$ cat src/hdl/jmhp_pkg.sv
package jmhp_pkg;

    // Marker bytes of interest.
    localparam logic [7:0] MARK_PREFIX = 8'hFF;
    localparam logic [7:0] MARK_SOI    = 8'hD8;
    localparam logic [7:0] MARK_EOI    = 8'hD9;
    localparam logic [7:0] MARK_SOS    = 8'hDA;
    localparam logic [7:0] MARK_SOF0   = 8'hC0;
    localparam logic [7:0] MARK_DRI    = 8'hDD;
    localparam logic [7:0] MARK_STUFF  = 8'h00;

    // Parser phases.
    localparam logic [2:0] PH_SOI0 = 3'd0;
    localparam logic [2:0] PH_SOI1 = 3'd1;
    localparam logic [2:0] PH_MK0  = 3'd2;
    localparam logic [2:0] PH_MK1  = 3'd3;
    localparam logic [2:0] PH_LEN0 = 3'd4;
    localparam logic [2:0] PH_LEN1 = 3'd5;
    localparam logic [2:0] PH_BODY = 3'd6;
    localparam logic [2:0] PH_DONE = 3'd7;

    // Stop causes.
    localparam logic [1:0] CAUSE_END    = 2'd0;
    localparam logic [1:0] CAUSE_EOI    = 2'd1;
    localparam logic [1:0] CAUSE_SOS    = 2'd2;
    localparam logic [1:0] CAUSE_NOMARK = 2'd3;

    // Minimum segment lengths for captures.
    localparam logic [15:0] SOF0_MIN_LEN = 16'd8;
    localparam logic [15:0] DRI_MIN_LEN  = 16'd4;
    localparam logic [15:0] LEN_FIELD    = 16'd2;

    typedef struct packed {
        logic        status;
        logic [1:0]  stop_cause;
        logic [15:0] frame_height;
        logic [15:0] frame_width;
        logic [7:0]  component_count;
        logic [15:0] restart_mcus;
    } t_result;

endpackage

$ cat src/hdl/jmhp_ifs.sv
interface jmhp_in_if;
    logic       valid;
    logic       ready;
    logic [7:0] data_byte;
    logic       last_byte;

    modport source (output valid, output data_byte, output last_byte, input ready);
    modport sink (input valid, input data_byte, input last_byte, output ready);
endinterface

interface jmhp_out_if;
    logic        valid;
    logic        ready;
    logic        status;
    logic [1:0]  stop_cause;
    logic [15:0] frame_height;
    logic [15:0] frame_width;
    logic [7:0]  component_count;
    logic [15:0] restart_mcus;

    modport source (output valid, output status, output stop_cause, output frame_height,
                    output frame_width, output component_count,
                    output restart_mcus, input ready);
    modport sink (input valid, input status, input stop_cause, input frame_height,
                  input frame_width, input component_count, input restart_mcus,
                  output ready);
endinterface

$ cat src/hdl/jmhp_parse.sv
module jmhp_parse
    import jmhp_pkg::*;
(
    input  logic       i_clk,
    input  logic       i_rst_n,
    input  logic       i_take,
    input  logic [7:0] i_data_byte,
    input  logic       i_last_byte,
    output t_result    o_result
);

    logic [2:0]  r_phase,   n_phase;
    logic [15:0] r_offset,  n_offset;
    logic [15:0] r_length,  n_length;
    logic [7:0]  r_marker,  n_marker;
    logic [15:0] r_height,  n_height;
    logic [15:0] r_width,   n_width;
    logic [7:0]  r_comps,   n_comps;
    logic [15:0] r_restart, n_restart;
    logic [1:0]  r_cause,   n_cause;
    logic        r_status,  n_status;

    logic [16:0] offset_inc;
    logic [15:0] len_full;
    logic        bad_start;

    assign offset_inc = {1'b0, r_offset} + 17'd1;
    assign len_full   = {r_length[15:8], i_data_byte};

    always_comb begin
        n_phase   = r_phase;
        n_offset  = r_offset;
        n_length  = r_length;
        n_marker  = r_marker;
        n_height  = r_height;
        n_width   = r_width;
        n_comps   = r_comps;
        n_restart = r_restart;
        n_cause   = r_cause;
        n_status  = r_status;

        unique case (r_phase)
            PH_SOI0: begin
                if (i_data_byte == MARK_PREFIX) begin
                    n_phase = PH_SOI1;
                end else begin
                    n_status = 1'b1;
                    n_phase  = PH_DONE;
                end
            end
            PH_SOI1: begin
                if (i_data_byte == MARK_SOI) begin
                    n_phase = PH_MK0;
                end else begin
                    n_status = 1'b1;
                    n_phase  = PH_DONE;
                end
            end
            PH_MK0: begin
                if (i_data_byte == MARK_PREFIX) begin
                    n_phase = PH_MK1;
                end else if (!i_last_byte) begin
                    n_cause = CAUSE_NOMARK;
                    n_phase = PH_DONE;
                end
            end
            PH_MK1: begin
                if (i_data_byte == MARK_EOI) begin
                    n_cause = CAUSE_EOI;
                    n_phase = PH_DONE;
                end else if (i_data_byte == MARK_SOS) begin
                    n_cause = CAUSE_SOS;
                    n_phase = PH_DONE;
                end else if (i_data_byte == MARK_STUFF) begin
                    n_cause = CAUSE_NOMARK;
                    n_phase = PH_DONE;
                end else begin
                    n_marker = i_data_byte;
                    n_phase  = PH_LEN0;
                end
            end
            PH_LEN0: begin
                n_length = {i_data_byte, 8'h00};
                n_phase  = PH_LEN1;
            end
            PH_LEN1: begin
                n_length = len_full;
                if (len_full < LEN_FIELD) begin
                    n_cause = CAUSE_NOMARK;
                    n_phase = PH_DONE;
                end else begin
                    n_offset = LEN_FIELD;
                    n_phase  = (len_full == LEN_FIELD) ? PH_MK0 : PH_BODY;
                end
            end
            PH_BODY: begin
                if (r_marker == MARK_SOF0 && r_length >= SOF0_MIN_LEN) begin
                    case (r_offset)
                        16'd3:   n_height[15:8] = i_data_byte;
                        16'd4:   n_height[7:0]  = i_data_byte;
                        16'd5:   n_width[15:8]  = i_data_byte;
                        16'd6:   n_width[7:0]   = i_data_byte;
                        16'd7:   n_comps        = i_data_byte;
                        default: ;
                    endcase
                end else if (r_marker == MARK_DRI && r_length >= DRI_MIN_LEN) begin
                    case (r_offset)
                        16'd2:   n_restart[15:8] = i_data_byte;
                        16'd3:   n_restart[7:0]  = i_data_byte;
                        default: ;
                    endcase
                end
                // The offset stays below the length here, so the sum fits 16 bits.
                n_offset = offset_inc[15:0];
                if (offset_inc >= {1'b0, r_length}) begin
                    n_phase = PH_MK0;
                end
            end
            PH_DONE: ;
            default: ;
        endcase
    end

    // A file that ends before the start marker is complete also counts as a bad start.
    assign bad_start = n_status || n_phase == PH_SOI0 || n_phase == PH_SOI1;

    always_comb begin
        if (bad_start) begin
            o_result = '0;
            o_result.status = 1'b1;
        end else begin
            o_result.status          = 1'b0;
            o_result.stop_cause      = (n_phase == PH_DONE) ? n_cause : CAUSE_END;
            o_result.frame_height    = n_height;
            o_result.frame_width     = n_width;
            o_result.component_count = n_comps;
            o_result.restart_mcus    = n_restart;
        end
    end

    always_ff @(posedge i_clk) begin
        if (!i_rst_n || (i_take && i_last_byte)) begin
            r_phase   <= PH_SOI0;
            r_offset  <= '0;
            r_length  <= '0;
            r_marker  <= '0;
            r_height  <= '0;
            r_width   <= '0;
            r_comps   <= '0;
            r_restart <= '0;
            r_cause   <= CAUSE_END;
            r_status  <= 1'b0;
        end else if (i_take) begin
            r_phase   <= n_phase;
            r_offset  <= n_offset;
            r_length  <= n_length;
            r_marker  <= n_marker;
            r_height  <= n_height;
            r_width   <= n_width;
            r_comps   <= n_comps;
            r_restart <= n_restart;
            r_cause   <= n_cause;
            r_status  <= n_status;
        end
    end

endmodule

$ cat src/hdl/jmhp_out_reg.sv
module jmhp_out_reg
    import jmhp_pkg::*;
(
    input  logic       i_clk,
    input  logic       i_rst_n,
    input  logic       i_load,
    input  t_result    i_result,
    output logic       o_can_load,
    jmhp_out_if.source o_out
);

    logic    r_valid;
    t_result r_result;

    // A new result may enter when the register is empty or being drained.
    assign o_can_load = !r_valid || o_out.ready;

    always_ff @(posedge i_clk) begin
        if (!i_rst_n) begin
            r_valid <= 1'b0;
        end else if (o_can_load) begin
            r_valid <= i_load;
        end
    end

    always_ff @(posedge i_clk) begin
        if (o_can_load && i_load) begin
            r_result <= i_result;
        end
    end

    assign o_out.valid           = r_valid;
    assign o_out.status          = r_result.status;
    assign o_out.stop_cause      = r_result.stop_cause;
    assign o_out.frame_height    = r_result.frame_height;
    assign o_out.frame_width     = r_result.frame_width;
    assign o_out.component_count = r_result.component_count;
    assign o_out.restart_mcus    = r_result.restart_mcus;

endmodule

$ cat src/hdl/jpeg_marker_header_parser.sv
// Channel  Direction  Payload                                         Transfer
// i_in     sink       data_byte[7:0], last_byte                       valid && ready
// o_out    source     status, stop_cause[1:0], frame_height[15:0],    valid && ready
//                     frame_width[15:0], component_count[7:0],
//                     restart_mcus[15:0]
//
// One byte is taken per clock unless stalled; parser state updates on each input transfer.
// A byte marked last produces one result, which appears on o_out in the cycle after
// its transfer; other bytes produce nothing.
// Reset (i_rst_n low at a clock edge) returns the parser to waiting for the start
// marker and empties the result register.
// Input is stalled only while a result is held and o_out.ready is low.
module jpeg_marker_header_parser
    import jmhp_pkg::*;
(
    input  logic       i_clk,
    input  logic       i_rst_n,
    jmhp_in_if.sink    i_in,
    jmhp_out_if.source o_out
);

    t_result result;
    logic    can_load;
    logic    take;

    // A byte is taken whenever the result register could absorb a result.
    assign i_in.ready = can_load;
    assign take       = i_in.valid && can_load;

    // Marker walk and field capture; the result reflects the state after this byte.
    jmhp_parse u_parse (
        .i_clk       (i_clk),
        .i_rst_n     (i_rst_n),
        .i_take      (take),
        .i_data_byte (i_in.data_byte),
        .i_last_byte (i_in.last_byte),
        .o_result    (result)
    );

    // Result register that decouples the output handshake from the input.
    jmhp_out_reg u_out_reg (
        .i_clk      (i_clk),
        .i_rst_n    (i_rst_n),
        .i_load     (take && i_in.last_byte),
        .i_result   (result),
        .o_can_load (can_load),
        .o_out      (o_out)
    );

endmodule
$ cat src/flat_wrapper.sv
// flat-port wrapper written by rule: the top's interface ports become plain ports
module jpeg_marker_header_parser_flat import jmhp_pkg::*;
  (i_clk, i_rst_n, i_in_valid, i_in_data_byte, i_in_last_byte, i_in_ready, o_out_valid, o_out_status, o_out_stop_cause, o_out_frame_height, o_out_frame_width, o_out_component_count, o_out_restart_mcus, o_out_ready);
  jmhp_in_if i_in_i ();
  jmhp_out_if o_out_i ();
  input  logic i_clk;
  input  logic i_rst_n;
  input wire logic [$bits(i_in_i.valid)-1:0] i_in_valid;
  input wire logic [$bits(i_in_i.data_byte)-1:0] i_in_data_byte;
  input wire logic [$bits(i_in_i.last_byte)-1:0] i_in_last_byte;
  output wire logic [$bits(i_in_i.ready)-1:0] i_in_ready;
  output wire logic [$bits(o_out_i.valid)-1:0] o_out_valid;
  output wire logic [$bits(o_out_i.status)-1:0] o_out_status;
  output wire logic [$bits(o_out_i.stop_cause)-1:0] o_out_stop_cause;
  output wire logic [$bits(o_out_i.frame_height)-1:0] o_out_frame_height;
  output wire logic [$bits(o_out_i.frame_width)-1:0] o_out_frame_width;
  output wire logic [$bits(o_out_i.component_count)-1:0] o_out_component_count;
  output wire logic [$bits(o_out_i.restart_mcus)-1:0] o_out_restart_mcus;
  input wire logic [$bits(o_out_i.ready)-1:0] o_out_ready;
  assign i_in_i.valid = i_in_valid;
  assign i_in_i.data_byte = i_in_data_byte;
  assign i_in_i.last_byte = i_in_last_byte;
  assign i_in_ready = i_in_i.ready;
  assign o_out_valid = o_out_i.valid;
  assign o_out_status = o_out_i.status;
  assign o_out_stop_cause = o_out_i.stop_cause;
  assign o_out_frame_height = o_out_i.frame_height;
  assign o_out_frame_width = o_out_i.frame_width;
  assign o_out_component_count = o_out_i.component_count;
  assign o_out_restart_mcus = o_out_i.restart_mcus;
  assign o_out_i.ready = o_out_ready;
  jpeg_marker_header_parser u_core (.i_clk(i_clk), .i_rst_n(i_rst_n), .i_in(i_in_i), .o_out(o_out_i));
endmodule
$ cat config.mk
export PLATFORM = sky130hd
export DESIGN_NAME = jpeg_marker_header_parser_flat
export DESIGN_NICKNAME = d
export VERILOG_FILES = /design/src/hdl/jmhp_pkg.sv /design/src/hdl/jmhp_ifs.sv /design/src/hdl/jmhp_parse.sv /design/src/hdl/jmhp_out_reg.sv /design/src/hdl/jpeg_marker_header_parser.sv /design/src/flat_wrapper.sv
export SDC_FILE = /design/constraint.sdc
export NUM_CORES = 1
export LEC_CHECK = 0
export BUFFER_PORTS_ARGS = -buffer_cell sky130_fd_sc_hd__buf_2
export CORE_UTILIZATION = 25
export CTS_CLUSTER_DIAMETER = 120
export DETAILED_ROUTE_END_ITERATION = 8
export SKIP_CTS_REPAIR_TIMING = 1
export SLEW_MARGIN = 15
export SYNTH_ARGS = -nofsm -noshare
export SYNTH_HDL_FRONTEND = slang
export SYNTH_SLANG_ARGS = --single-unit
export TNS_END_PERCENT = 5
$ cat constraint.sdc
create_clock -name i_clk -period 6.84 [get_ports i_clk]
set_clock_uncertainty 0.2 [all_clocks]
set_input_delay 0.342 -clock i_clk [delete_from_list [all_inputs] [get_ports i_clk]]
set_output_delay 0.342 -clock i_clk [all_outputs]
set_load 0.02 [all_outputs]
## Word-level counts from Yosys, hierarchy flattened

Index checks and enable logic that the tools add are counted.

- Register bits: 162
- Output and inout bits: 61
- Logic and storage cells: 113
- Input port bits: 13

- Equal/unequal tests: 22
- Add/subtract/negate cells: 1
- Multiplexer cells: 42
- Bitwise gates (word level): 5
- $lt $le $gt $ge: 4
- Reductions and logical operators: 21

Operators by type and width:

| operator | count |
|---|---|
| $mux 16 | 8 |
| $mux 8 | 9 |
| $eq 16x3->1 const B | 4 |
| $pmux 16 s2 | 2 |
| $mux 59 | 1 |
| $eq 16x2->1 const B | 3 |
| $eq 8x8->1 const B | 6 |
| $mux 3 | 7 |
| $pmux 3 s7 | 1 |
| $mux 2 | 10 |
| $add 16x1->17 const B | 1 |
| $ge 17x16->1 | 1 |
| $ge 16x3->1 const B | 1 |
| $ge 16x4->1 const B | 1 |
| $lt 16x2->1 const B | 1 |
| $eq 3x3->1 const B | 4 |
| $logic_not 8->1 | 1 |
| $eq 3x1->1 const B | 2 |
| $eq 3x2->1 const B | 2 |
| $logic_not 3->1 | 2 |
| $pmux 2 s3 | 1 |
| $reduce_and 3->1 | 2 |
| $logic_and 1x1->1 | 5 |
| $not 1->1 | 5 |
| other kinds (9) | 15 |

## Logic depth before layout (Yosys ltp)

Gate-level depths: netlist of the first run.

- Depth after elaboration: 9
- Mapped depth: 13
- Depth with buffers taken out: 12

## Modules after synthesis

From an unflattened synthesis of the first run, not the netlist that was laid out.

- Cells, all modules: 839
- Area, all modules: 7639.8 µm²

By module, submodules not included:

| module | area each (µm²) | instances | cells each |
|---|---|---|---|
| jmhp_parse | 5798.1 | 1 | 773 |
| jmhp_out_reg | 1829.3 | 1 | 64 |
| jpeg_marker_header_parser | 12.5 | 1 | 2 |

## Worst setup path before layout of the first run

OpenSTA, ideal clock, no wires.

- Path type: flip-flop to flip-flop
- Start point: reg u_core.u_parse.r_offset[0]
- End point: reg u_core.u_out_reg.r_result, in the netlist u_core.u_out_reg.o_out.stop_cause[0] (data pin)
- Setup time: 0.170 ns
- Cell stages (with the launch flop): 13
- Data arrival time: 3.081 ns
- Slack: 3.389 ns
- Period minus slack after synthesis: 3.451 ns
- Path buffers: 1
- Path through: dfxtp_1 -> ha_1 -> buf_2 -> nand3_1 -> nor4_1 -> nand3_1 -> xnor2_1 -> ha_1 -> a21o_1 -> a211o_1 -> a31oi_1 -> a31oi_1 -> nor4_2

- Longest elaborated chain between the ends: 8
- Elaborated cells between the ends (all ways): 11
- Those cells by class: add/sub (1); order compare (1); eq/ne (2); mux (2); bitwise (1); reduce/logical (4)

RTL lines:

| element | line | source |
|---|---|---|
| start, declared | jmhp_parse.sv:13 | `logic [15:0] r_offset, n_offset;` |
| start signal, assigned | jmhp_parse.sv:155 | `r_offset <= n_offset;` |
| $add 16x1->17 * | jmhp_parse.sv:27 | `assign offset_inc = {1'b0, r_offset} + 17'd1;` |
| $ge 17x16->1 * | jmhp_parse.sv:115 | `if (offset_inc >= {1'b0, r_length}) begin` |
| $mux 3 * | jmhp_parse.sv:115 |  |
| $pmux 3 s7 * | jmhp_parse.sv:42 | `unique case (r_phase)` |
| $logic_not 3->1 | jmhp_parse.sv:125 | `assign bad_start = n_status \|\| n_phase == PH_SOI0 \|\| n_phase == PH_SOI1;` |
| $logic_or 1x1->1 (2 in a row) | jmhp_parse.sv:125 |  |
| $reduce_or 2->1 (no source line) * | -- |  |
| end signal, assigned | jmhp_out_reg.sv:28 | `r_result <= i_result;` |
| end, declared | jmhp_out_reg.sv:13 | `t_result r_result;` |

Every way passes the cells marked *; elsewhere a longest branch is shown, timed or not.
A chain may end at the register's enable or synchronous reset.

## Worst setup path after layout of the first run

Ends and elaborated chain as after synthesis.

==> results of run 1 <==
==> final cells by class <==
type                    count  area (µm²)
multi-input cells         587        3680
clock buffers              19         443
flip-flops and latches    162        3830
clock inverters            13         149
repair buffers             79         410
inverters                  20        75.1
fillers                  3237       21700
well taps                 396         495
==> through the flow <==
step            util  instances
5_1_grt        0.296       1276
6_report       0.296       1276
3_5_place_dp   0.276       1244
3_3_place_gp   0.276       1244
2_1_floorplan      -        827
4_1_cts        0.296       1276
==> layer usage <==
metal  wire, µm  up-vias  global-route usage
li1           -     2982                   -
met1       9590     2905               0.176
met2       8950      170               0.196
met3       1060       16              0.0280
met4        176        0              0.0311
met5          0        -                   0
==> flip-flops by register name (all words and copies together) (netlist names) <==
signal / flops
u_core.u_out_reg.o_out.component_count: 8
u_core.u_out_reg.o_out.frame_height: 16
u_core.u_out_reg.o_out.frame_width: 16
u_core.u_out_reg.o_out.restart_mcus: 16
u_core.u_out_reg.o_out.status: 1
u_core.u_out_reg.o_out.stop_cause: 2
u_core.u_out_reg.o_out.valid: 1
u_core.u_parse.r_cause: 2
u_core.u_parse.r_comps: 8
u_core.u_parse.r_height: 16
u_core.u_parse.r_length: 16
u_core.u_parse.r_marker: 8
u_core.u_parse.r_offset: 16
u_core.u_parse.r_phase: 3
u_core.u_parse.r_restart: 16
u_core.u_parse.r_status: 1
u_core.u_parse.r_width: 16
==> worst paths after layout <==
check | end | start | cells past startpoint | slack (ns)
worst max-delay path | u_core.u_out_reg.o_out.stop_cause[0] | u_core.u_parse.r_offset[0] | 11 | 2.43
worst max register to register | u_core.u_out_reg.o_out.stop_cause[0] | u_core.u_parse.r_offset[0] | 11 | 2.43
worst min register to register | u_core.u_parse.r_marker[6] | u_core.u_parse.r_marker[6] | 2 | 0.29
worst min-delay path | u_core.u_out_reg.o_out.valid | i_rst_n | 2 | 0.04
==> power by group through the flow <==
stage | combinational, µW | clock [µW] | sequential, µW
finish | 165 | 968 | 1020
global route | 179 | 1020 | 1030
CTS | 166 | 981 | 1020
detailed placement | 165 | 0 | 1050
global placement | 165 | 0 | 1040
floorplan | 100 | 0 | 1060
==> synthesized netlist by cell type (3+ instances only) <==
cell | n | area share
sky130_fd_sc_hd__a21oi_1 | 79 | 0.050
sky130_fd_sc_hd__and4_1 | 3 | 0.0034
sky130_fd_sc_hd__buf_4 | 5 | 0.0048
sky130_fd_sc_hd__nand3_1 | 28 | 0.018
sky130_fd_sc_hd__nor2b_1 | 4 | 0.0032
sky130_fd_sc_hd__ha_1 | 20 | 0.032
sky130_fd_sc_hd__nand3b_1 | 6 | 0.0057
sky130_fd_sc_hd__a21o_1 | 6 | 0.0057
sky130_fd_sc_hd__mux2i_1 | 80 | 0.10
sky130_fd_sc_hd__nand2_1 | 107 | 0.051
sky130_fd_sc_hd__buf_2 | 14 | 0.0089
sky130_fd_sc_hd__a211o_1 | 3 | 0.0034
sky130_fd_sc_hd__o21ai_2 | 6 | 0.0067
sky130_fd_sc_hd__nor4_1 | 9 | 0.0072
sky130_fd_sc_hd__dfxtp_1 | 103 | 0.26
sky130_fd_sc_hd__inv_1 | 20 | 0.0096
sky130_fd_sc_hd__nor3_1 | 7 | 0.0045
sky130_fd_sc_hd__o21ai_0 | 16 | 0.010
sky130_fd_sc_hd__and3_1 | 11 | 0.0088
sky130_fd_sc_hd__and2_1 | 4 | 0.0032
sky130_fd_sc_hd__nand4_1 | 8 | 0.0064
sky130_fd_sc_hd__xnor2_1 | 8 | 0.0089
sky130_fd_sc_hd__nand4_4 | 4 | 0.011
sky130_fd_sc_hd__a21boi_0 | 3 | 0.0029
sky130_fd_sc_hd__edfxtp_1 | 59 | 0.23
sky130_fd_sc_hd__or3_1 | 7 | 0.0056
sky130_fd_sc_hd__nor2_1 | 114 | 0.055
sky130_fd_sc_hd__clkbuf_1 | 35 | 0.017
sky130_fd_sc_hd__xor2_1 | 8 | 0.0089
sky130_fd_sc_hd__a22oi_1 | 12 | 0.011
==> kinds of logic (layout without fill, tap and decap cells) <==
family                   count (synthesis)  count (layout)  synth area share
AND/OR/NAND/NOR                        330             330             0.206
multiplexers                            80              80             0.102
AO/OA/AOI/OAI                          141             141             0.107
XOR/XNOR                                16              16            0.0179
buffers and inverters                   78             131            0.0453
adder cells (fa/ha/maj)                 20              20            0.0319
flip-flops                             162             162             0.489
==> metrics list, run 1 <==
- The run finished, with violations left.
- The final reports fail on DRC.
* TNS Setup: 0 ns
- The initial antenna violation count was 0.
- Fraction of layout instances using a drive strength above 1: 0.152
- Layout net count: 900
* Placer Congestion: 0.891
* Areal power density over the cells: 237 nW/µm²
* Core Footprint: 30700 µm²
- Counting flops with a built-in enable in the synthesized netlist gives 59.
- TritonRoute pass-1 iters: 6
- For this design the total switching power over the nets is 552 µW.
- The share of total power dissipated in the clock network is 0.449.
* P_leak: 0.00365 µW
- Portion of the clock cycle consumed by the worst path in the final layout: 0.645
- Across all setup checks in the final design, the least slack found is 2.43 ns.
- Max Clock Freq: 0.227 GHz
* Area added between synthesis and finish: 16.0%
- Entering global routing, the biggest net connects 60 pins.
- Using the TritonRoute via totals, the vias-per-cell ratio works out to 4.76.
* Iter 0 DRT Violations: 584
- The number of nets handed over by synthesis was 860.
* Total DRC errors in the routed layout: 20
- For the pin with the worst max-slew slack, the measured transition is 1.05 ns.
- Cell area after layout: 9090 µm²
- The critical path is of the flop to flop type.
* Number of primary I/O pins: 74
- The number of clock buffers added by TritonCTS is 17.
- Dominant delay contributor by cell family on the critical path: simple AND/OR/NAND/NOR gates
* Required time reported for the critical path endpoint: 6.90 ns
- After clock tree synthesis, the clock-pin slew on the worst setup and hold paths is 0.07 ns.
- Final antenna diode count: 0
- Starting density of the core: 0.255
- Of all flip-flops after synthesis, the portion carrying an async set or reset was 0.
- Via total after detailed routing: 6073
* Proportion of synthesized chip area in sequential cells: 0.489
- Kind of path behind the tightest hold check: input port to flop
- Setup violations remaining at the end of the flow were counted as 0.
* Level count of the clock H-tree: 4
- Most common cell after layout, fill and taps aside: sky130_fd_sc_hd__nor2_1
* Estimated wirelength of the detail-placed design: 12.5 mm
- For this run the aggregate overflow at the end of global routing stands at 0.
* Clk Tree Root Cell: sky130_fd_sc_hd__clkbuf_16
- Cell area after placement: 8500 µm²
- IR drop worst, VDD: 0.121 mV
* Commonest cells after routing, fill and taps aside: 114 x sky130_fd_sc_hd__nor2_1, 106 x sky130_fd_sc_hd__nand2_1, 103 x sky130_fd_sc_hd__dfxtp_1
- Sequential Power Share: 0.475
- Port Buffer Count: 73
* Combinational Power Share: 0.076
- The number of failing hold endpoints at the final stage was 0.
- Type of destination of the critical path: flop
* Worst path bufs/invs: 0
* Remaining max-slew budget at the tightest pin: 0.298
* Critical path startpoint category: flop
- The die is 179 µm wide.
- The die is 179 µm tall.
* Overall die area: 32100 µm²
- Standard-cell rows: 64
- In the synthesized netlist, the number of instances is 827.
* Maximum root-to-sink buffer count: 2
- Avg Cell Area, Syn: 9.48 µm²
- Aggregate global-route resource usage: 0.126
* Overall power: 2160 µW
* Flops & latches, synth: 162
- Of the total power, the share spent switching nets is 0.256.
* Ys Warns: 0
- For the worst setup path, the data arrival time is 4.47 ns.
* WL per Instance: 15.5 µm
- Among all flip-flop cells after synthesis, the most frequent one is sky130_fd_sc_hd__dfxtp_1.
- Max capacitance violation total: 0
* Pint: 1610 µW
* Number of sinks on the clock net: 162
- The routed design has 19.8 mm of wire.
* Mapped cell area: 7840 µm²
- Counting distinct cell types in the post-synthesis netlist gives 57.
* Cell-by-cell trace of the critical path: ha_1, nand3_1, nor4_1, nand3_1, xnor2_1, ha_1, a21o_1, a211o_1, a31oi_1, a31oi_1, nor4_2
- On the worst path, the slowest cell contributes a delay of 0.79 ns.
- Vias in the first global route: 5589
- Setup repair after global routing left no endpoint under its margin.
- At the later pin of the worst-skew pair, clock insertion delay measures 0.43 ns.
- The first global-routing pass estimated 30.8 mm of wire.
* Clock tree from TritonCTS: yes
* Max-slew violation total from the final report: 0
- Critical path's slowest cell: sky130_fd_sc_hd__nor4_1
* Hold slack final: 0.0415 ns
* Pre-CTS setup slack: 2.48 ns
- Of all nets on the critical path, the largest fanout is 17.
- Subtracting the final worst setup slack from the clock period gives 4.41 ns.
- Number of nets with antenna violations after routing: 0
Note: power is estimated with default switching activity, not from simulation.
==> run 2: changes to the inputs <==
- clock period: 6.84 -> 4.6 ns (I/O delays scaled with it)
==> metrics list, run 2 (synthesis gave the netlist of run 1 again) <==
- The combined global-route utilization of all metal layers came to 0.125 (was 0.126).
* Remaining max-slew budget at the tightest pin: 0.355 (was 0.298)
- The CTS tree was yes (unchanged).
* WL per Instance: 15.2 µm (was 15.5 µm)
* Tightest Pin Transition: 0.960 ns (was 1.05 ns)
- Setup Crit Path Kind: flop to flop (unchanged)
* Max Clock Freq: 0.282 GHz (was 0.227 GHz)
* Via-per-instance ratio: 4.72 (was 4.76)
* Most common cell after layout, fill and taps aside: sky130_fd_sc_hd__nor2_1 (unchanged)
* Final worst path period need: 3.55 ns (was 4.41 ns)
- Commonest cells after routing, fill and taps aside: 114 x sky130_fd_sc_hd__nor2_1, 106 x sky130_fd_sc_hd__nand2_1, 103 x sky130_fd_sc_hd__dfxtp_1 (unchanged).
- Number of sinks on the clock net: 162 (unchanged)
- Core Footprint: 30700 µm² (unchanged)
- The number of buffers added by the clock tree synthesis step was 17 (unchanged).
* Max capacitance violation total: 0 (unchanged)
* Vias in the first global route: 5592 (was 5589)
- The clock root buffer was sky130_fd_sc_hd__clkbuf_16 (unchanged).
* Area added between synthesis and finish: 17.2% (was 16.0%)
- The length of routed met3 wiring is 887 µm (was 1.06 mm).
* Starting density of the core: 0.255 (unchanged)
- The data arrival time of the worst path is 3.61 ns (was 4.47 ns).
- Horizontal extent of the die: 179 µm (unchanged)
* Status: finished, violations left (unchanged)
- The maximum count of clock buffers along a single path came to 2 (unchanged).
* Wire length on met2: 8.83 mm (was 8.95 mm)
* Placer Congestion: 0.837 (was 0.891)
- P_leak: 0.00371 µW (was 0.00365 µW)
* Total DRC errors in the routed layout: 20 (unchanged)
- Max-slew violation total from the final report: 0 (unchanged)
* Via total after detailed routing: 6055 (was 6073)
* Wire length of the first global-routing pass: 30.8 mm (about the same)
- The largest fanout on the critical path was 8 (was 17).
- The number of nets in the final layout is 907 (was 900).
- Number of antenna violations at the first check in global routing: 0 (unchanged)
* Cell count of the worst hold path: 3 (was 2)
* Type of destination of the critical path: flop (unchanged)
- Cells on worst reg2reg path: 12 (was 11)
- The boundary pin count came to 74 (unchanged).
* Finish-stage setup viols: 0 (unchanged)
- Estimated wirelength of the detail-placed design: 12.6 mm (was 12.5 mm)
- Violations in the final reports: DRC (unchanged).
- The endpoint required time on the critical path came to 4.66 ns (was 6.90 ns).
* Worst-skew pair later-pin latency: 0.43 ns (about the same)
- The count of nets left with antenna violations after detail routing came to 0 (unchanged).
* TritonRoute pass-1 iters: 7 (was 6)
- Overall die area: 32100 µm² (unchanged)
* IR drop worst, VDD: 0.265 mV (was 0.121 mV)
* Cell area after placement: 8540 µm² (was 8500 µm²)
- The sum of routed wire segments on met1 came to 9.51 mm (was 9.59 mm).
- Final antenna diode count: 0 (unchanged)
- The highest routed metal layer is met4 (unchanged).
- Setup repair after global routing missed its margin: no (unchanged)
- The vertical die dimension was 179 µm (unchanged).
* Cell area after layout: 9180 µm² (was 9090 µm²)
- Standard-cell rows: 64 (unchanged)
* Portion of the clock cycle consumed by the worst path in the final layout: 0.772 (was 0.645)
- Critical path startpoint category: flop (unchanged)
* TNS Setup: 0 ns (unchanged)
- Hold violation total from the final report: 0 (unchanged)
- The number of buffers inserted by port buffering came to 73 (unchanged).
- The register clock-pin slew on the reported worst setup and hold paths is 0.07 ns (about the same).
* Iter 0 DRT Violations: 434 (was 584)
- Total global routing overflow: 0 (unchanged)
- Level count of the clock H-tree: 4 (unchanged)
* Kind of path behind the tightest hold check: input port to flop (unchanged)
* Areal power density over the cells: 359 nW/µm² (was 237 nW/µm²)
- The overall routed net length came to 19.5 mm (was 19.8 mm).
* Pin count of the biggest net entering global routing: 58 (was 60)
- Fraction of layout instances using a drive strength above 1: 0.159 (was 0.152)
## run 2: cell types whose count changed in the layout (fill, tap and decap cells not counted), sizes merged
| cell | delta |
|---|---|
| buf | +6 |
| clkinv | +3 |
| bufinv | +2 |
| clkbuf | -2 |
| inv | -2 |
| clkinvlp | -1 |
| dlygate4sd3 | +1 |
## run 2: cell type report
class / count / area (µm²)
Fill cell: 3216 / 21600
Tap cell: 396 / 495
Multi-Input combinational cell: 587 / 3680
Clock inverter: 15 / 205
Clock buffer: 17 / 425
Timing Repair Buffer: 86 / 465
Sequential cell: 162 / 3830
Inverter: 20 / 75.1
## run 2: metal layers
| metal | GRT usage | vias to the layer above |
|---|---|---|
| met5 | 0 | - |
| met4 | 0.0360 | 0 |
| met3 | 0.0297 | 18 |
| met2 | 0.192 | 121 |
| met1 | 0.171 | 2910 |
| li1 | - | 3006 |
## run 2: worst paths after layout
| path | from | to | slack (ns) |
|---|---|---|---|
| worst max-delay path | u_core.u_parse.r_offset[0] | u_core.u_out_reg.o_out.stop_cause[0] | 1.05 |
| worst max register to register | u_core.u_parse.r_offset[0] | u_core.u_out_reg.o_out.stop_cause[0] | 1.05 |
| worst min register to register | u_core.u_parse.r_comps[5] | u_core.u_parse.r_comps[5] | 0.30 |
| worst min-delay path | i_in_last_byte | u_core.u_out_reg.o_out.valid | 0.09 |
## run 2: report_power, final
part           total, µW  switching [µW]  leakage (µW)  internal [µW]
Clock               1530             611      0.000308            916
Sequential          1520            16.3       0.00140           1510
Combinational        245             186       0.00200           59.1
Total               3290             813       0.00371           2480
## run 2: critical path, stage by stage (launching register included)
cell	delay [ns]
sky130_fd_sc_hd__dfxtp_1	0.46
sky130_fd_sc_hd__ha_1	0.22
sky130_fd_sc_hd__nand3_1	0.19
sky130_fd_sc_hd__nor4_1	0.36
sky130_fd_sc_hd__buf_4	0.20
sky130_fd_sc_hd__nand3_1	0.09
sky130_fd_sc_hd__xnor2_1	0.22
sky130_fd_sc_hd__ha_1	0.28
sky130_fd_sc_hd__a21o_1	0.17
sky130_fd_sc_hd__a211o_1	0.28
sky130_fd_sc_hd__a31oi_1	0.19
sky130_fd_sc_hd__a31oi_1	0.21
sky130_fd_sc_hd__nor4_2	0.31
## run 2: through the flow
stage	power, µW	instances	hold WS (ns)	utilization	setup WS (ns)
final	3290	1283	0.0899	0.299	1.05
after global routing	3400	1283	0.124	0.299	0.771
after CTS	3320	1282	-0.0734	0.298	1.06
after detailed placement	1800	1250	0.283	0.278	1.10
after global placement	1800	1250	0.273	0.278	1.18
after floorplan	1720	827	0.184	-	1.15
==> run 3: changes to the inputs <==
- clock period: 4.6 -> 3.1 ns (I/O delays scaled with it)
==> metrics list, run 3 (synthesis gave the netlist of run 1 again) <==
- Status: finished, violations left (unchanged)
- Violations in the final reports: DRC (unchanged)
- Clock transition at the register clock pins on the worst setup and hold paths after CTS: 0.07 ns (about the same)
* WL per Instance: 15.2 µm (about the same)
- The number of filler instances in the final layout was 3164 (was 3216).
* Top cell by count, worst path: sky130_fd_sc_hd__a31oi_4
- The pre-CTS setup slack came to -0.0832 ns (was 1.10 ns).
- Number of primary I/O pins: 74 (unchanged)
* Pin count of the biggest net entering global routing: 58 (unchanged)
- Required time reported for the critical path endpoint: 3.15 ns (was 4.66 ns)
- The power density over the cells was 499 nW/µm² (was 359 nW/µm²).
- The number of violations of the max-capacitance limit was 0 (unchanged).
* Setup WS post-layout: 0.0973 ns (was 1.05 ns)
- The count of nets left with antenna violations after detail routing was 0 (unchanged).
* Port Buffer Count: 73 (unchanged)
* Total DRC errors in the routed layout: 10 (was 20)
* Fraction of layout instances using a drive strength above 1: 0.212 (was 0.159)
- IR drop worst, VDD: 0.276 mV (was 0.265 mV)
- Starting density of the core: 0.255 (unchanged)
- The fraction of the cycle the final worst path needs is 0.969 (was 0.772).
- Finish-stage setup viols: 0 (unchanged)
- Most common cell after layout, fill and taps aside: sky130_fd_sc_hd__nor2_1 (unchanged)
- Placer Congestion: 0.881 (was 0.837)
- Tightest Pin Transition: 0.734 ns (was 0.960 ns)
- Clk Tree Root Cell: sky130_fd_sc_hd__clkbuf_16 (unchanged)
- Aggregate global-route resource usage: 0.127 (was 0.125)
- Post-layout instance count excluding filler cells: 1322 (was 1283)
* Wire length of the first global-routing pass: 31.5 mm (was 30.8 mm)
* TritonRoute pass-1 iters: 8 (was 7)
- Level count of the clock H-tree: 4 (unchanged)
* DP Cell Count: 1280 (was 1250)
- The number of buffers and inverters on the critical path was 0 (was 1).
* Estimated wirelength of the detail-placed design: 13.7 mm (was 12.6 mm)
* Final Routed Wirelength: 20.1 mm (was 19.5 mm)
* Max-slew violation total from the final report: 0 (unchanged)
- The critical path's largest stage delay came to 0.37 ns (was 0.46 ns).
- The violation count after the first detailed-routing iteration was 448 (was 434).
- Cts bufs inserted: 17 (unchanged)
* Cell-by-cell trace of the critical path: ha_4, nand3_4, nor4_4, nand3_2, xnor2_2, ha_1, a21o_1, a211o_1, a31oi_4, a31oi_4, nor4_2 (was ha_1, nand3_1, nor4_1, buf_4, nand3_1, xnor2_1, ha_1, a21o_1, a211o_1, a31oi_1, a31oi_1, nor4_2)
* Crit path arrival time: 3.06 ns (was 3.61 ns)
- Critical path's slowest cell: sky130_fd_sc_hd__dfxtp_4 (was sky130_fd_sc_hd__dfxtp_1)
- Via total after detailed routing: 6253 (was 6055)
* Max Clock Freq: 0.333 GHz (was 0.282 GHz)
- The floorplan die width came to 179 µm (unchanged).
- Clock tree from TritonCTS: yes (unchanged)
* Final antenna diode count: 0 (unchanged)
- Critical path startpoint category: flop (unchanged)
- Remaining max-slew budget at the tightest pin: 0.509 (was 0.355)
* Final worst path period need: 3.00 ns (was 3.55 ns)
- The number of global-route vias before repair was 5789 (was 5592).
- The path type of the worst min-delay path is input port to flop (unchanged).
- The family with the most delay on the worst path is compound AO/OA/AOI/OAI gates (was simple AND/OR/NAND/NOR gates).
* Maximum root-to-sink buffer count: 2 (unchanged)
- The area of the core was 30700 µm² (unchanged).
* Area added between synthesis and finish: 23.8% (was 17.2%)
* Type of destination of the critical path: flop (unchanged)
* Via-per-instance ratio: 4.73 (was 4.72)
- The number of nets in the final layout was 946 (was 907).
* Hold violation total from the final report: 0 (unchanged)
- Standard-cell rows: 64 (unchanged)
* Setup Crit Path Kind: flop to flop (unchanged)
- The full die area came to 32100 µm² (unchanged).
* Number of sinks on the clock net: 162 (unchanged)
* Maximum fanout along the worst path: 3 (was 8)
- Number of antenna violations at the first check in global routing: 0 (unchanged)
- The overall power after layout came to 4840 µW (was 3290 µW).
- The global-route congestion overflow total was 0 (unchanged).
* Worst-skew pair later-pin latency: 0.44 ns (was 0.43 ns)
- P_leak: 0.00397 µW (was 0.00371 µW)
- Commonest cells after routing, fill and taps aside: 113 x sky130_fd_sc_hd__nor2_1, 105 x sky130_fd_sc_hd__nand2_1, 97 x sky130_fd_sc_hd__dfxtp_1 (was 114 x sky130_fd_sc_hd__nor2_1, 106 x sky130_fd_sc_hd__nand2_1, 103 x sky130_fd_sc_hd__dfxtp_1)
* Height of the die: 179 µm (unchanged)
* Final cell utilization of the core: 0.316 (was 0.299)
[run 3: cell count changes in the layout (fill, tap and decap cells not counted), moves of 3 or more]
| cell | delta |
|---|---|
| sky130_fd_sc_hd__buf_4 | +27 |
| sky130_fd_sc_hd__dfxtp_2 | +5 |
| sky130_fd_sc_hd__inv_12 | +3 |
| sky130_fd_sc_hd__bufinv_16 | -4 |
| sky130_fd_sc_hd__clkinv_8 | +5 |
| sky130_fd_sc_hd__dfxtp_1 | -6 |
| sky130_fd_sc_hd__dlygate4sd3_1 | +7 |
| sky130_fd_sc_hd__buf_12 | +5 |
[run 3: stage by stage]
step | hold WS (ns) | setup TNS [ns] | cell area, µm²
finish | 0.0123 | 0 | 9700
global route | 0.0483 | -0.0289 | 9700
CTS | -0.219 | -0.109 | 9480
detailed placement | 0.247 | -0.0895 | 8860
global placement | 0.236 | 0 | 8860
floorplan | 0.109 | 0 | 7860
[run 3: layout make-up]
cell class | instances | area, µm² | share of cell area
tap | 396 | 495 | 0.0511
clock buffer | 17 | 425 | 0.0438
multi-input combinational | 587 | 3820 | 0.394
sequential | 162 | 3840 | 0.396
timing repair buffer | 125 | 838 | 0.0864
clock inverter | 15 | 199 | 0.0205
inverter | 20 | 75.1 | 0.00774
[run 3: power breakdown]
| group | internal, µW | switching (µW) | total [µW] |
|---|---|---|---|
| logic | 122 | 293 | 415 |
| registers | 2230 | 13.9 | 2250 |
| clock network | 1120 | 1070 | 2180 |
| total | 3470 | 1370 | 4840 |
[run 3: worst paths after layout]
check	slack [ns]	from	endpoint	cells past startpoint
max	0.1	u_core.u_parse.r_offset[0]	u_core.u_out_reg.o_out.stop_cause[0]	11
min	0.01	i_in_valid	u_core.u_parse.r_cause[1]	4
max reg2reg	0.1	u_core.u_parse.r_offset[0]	u_core.u_out_reg.o_out.stop_cause[0]	11
min reg2reg	0.29	u_core.u_parse.r_marker[6]	u_core.u_parse.r_marker[6]	2
[run 3: per-layer routing]
metal | part of all wire | global-route usage
met5 | 0 | 0
met4 | 0.0091 | 0.0371
met3 | 0.039 | 0.0210
met2 | 0.48 | 0.203
met1 | 0.47 | 0.174
[run 3: worst min-delay path: cells and delay by family]
kind,cells,cell delay [ns]
AOI/OAI and AO/OA,2,0.24
and+or+nand+nor,1,0.12
buffers and inverters,1,0.08
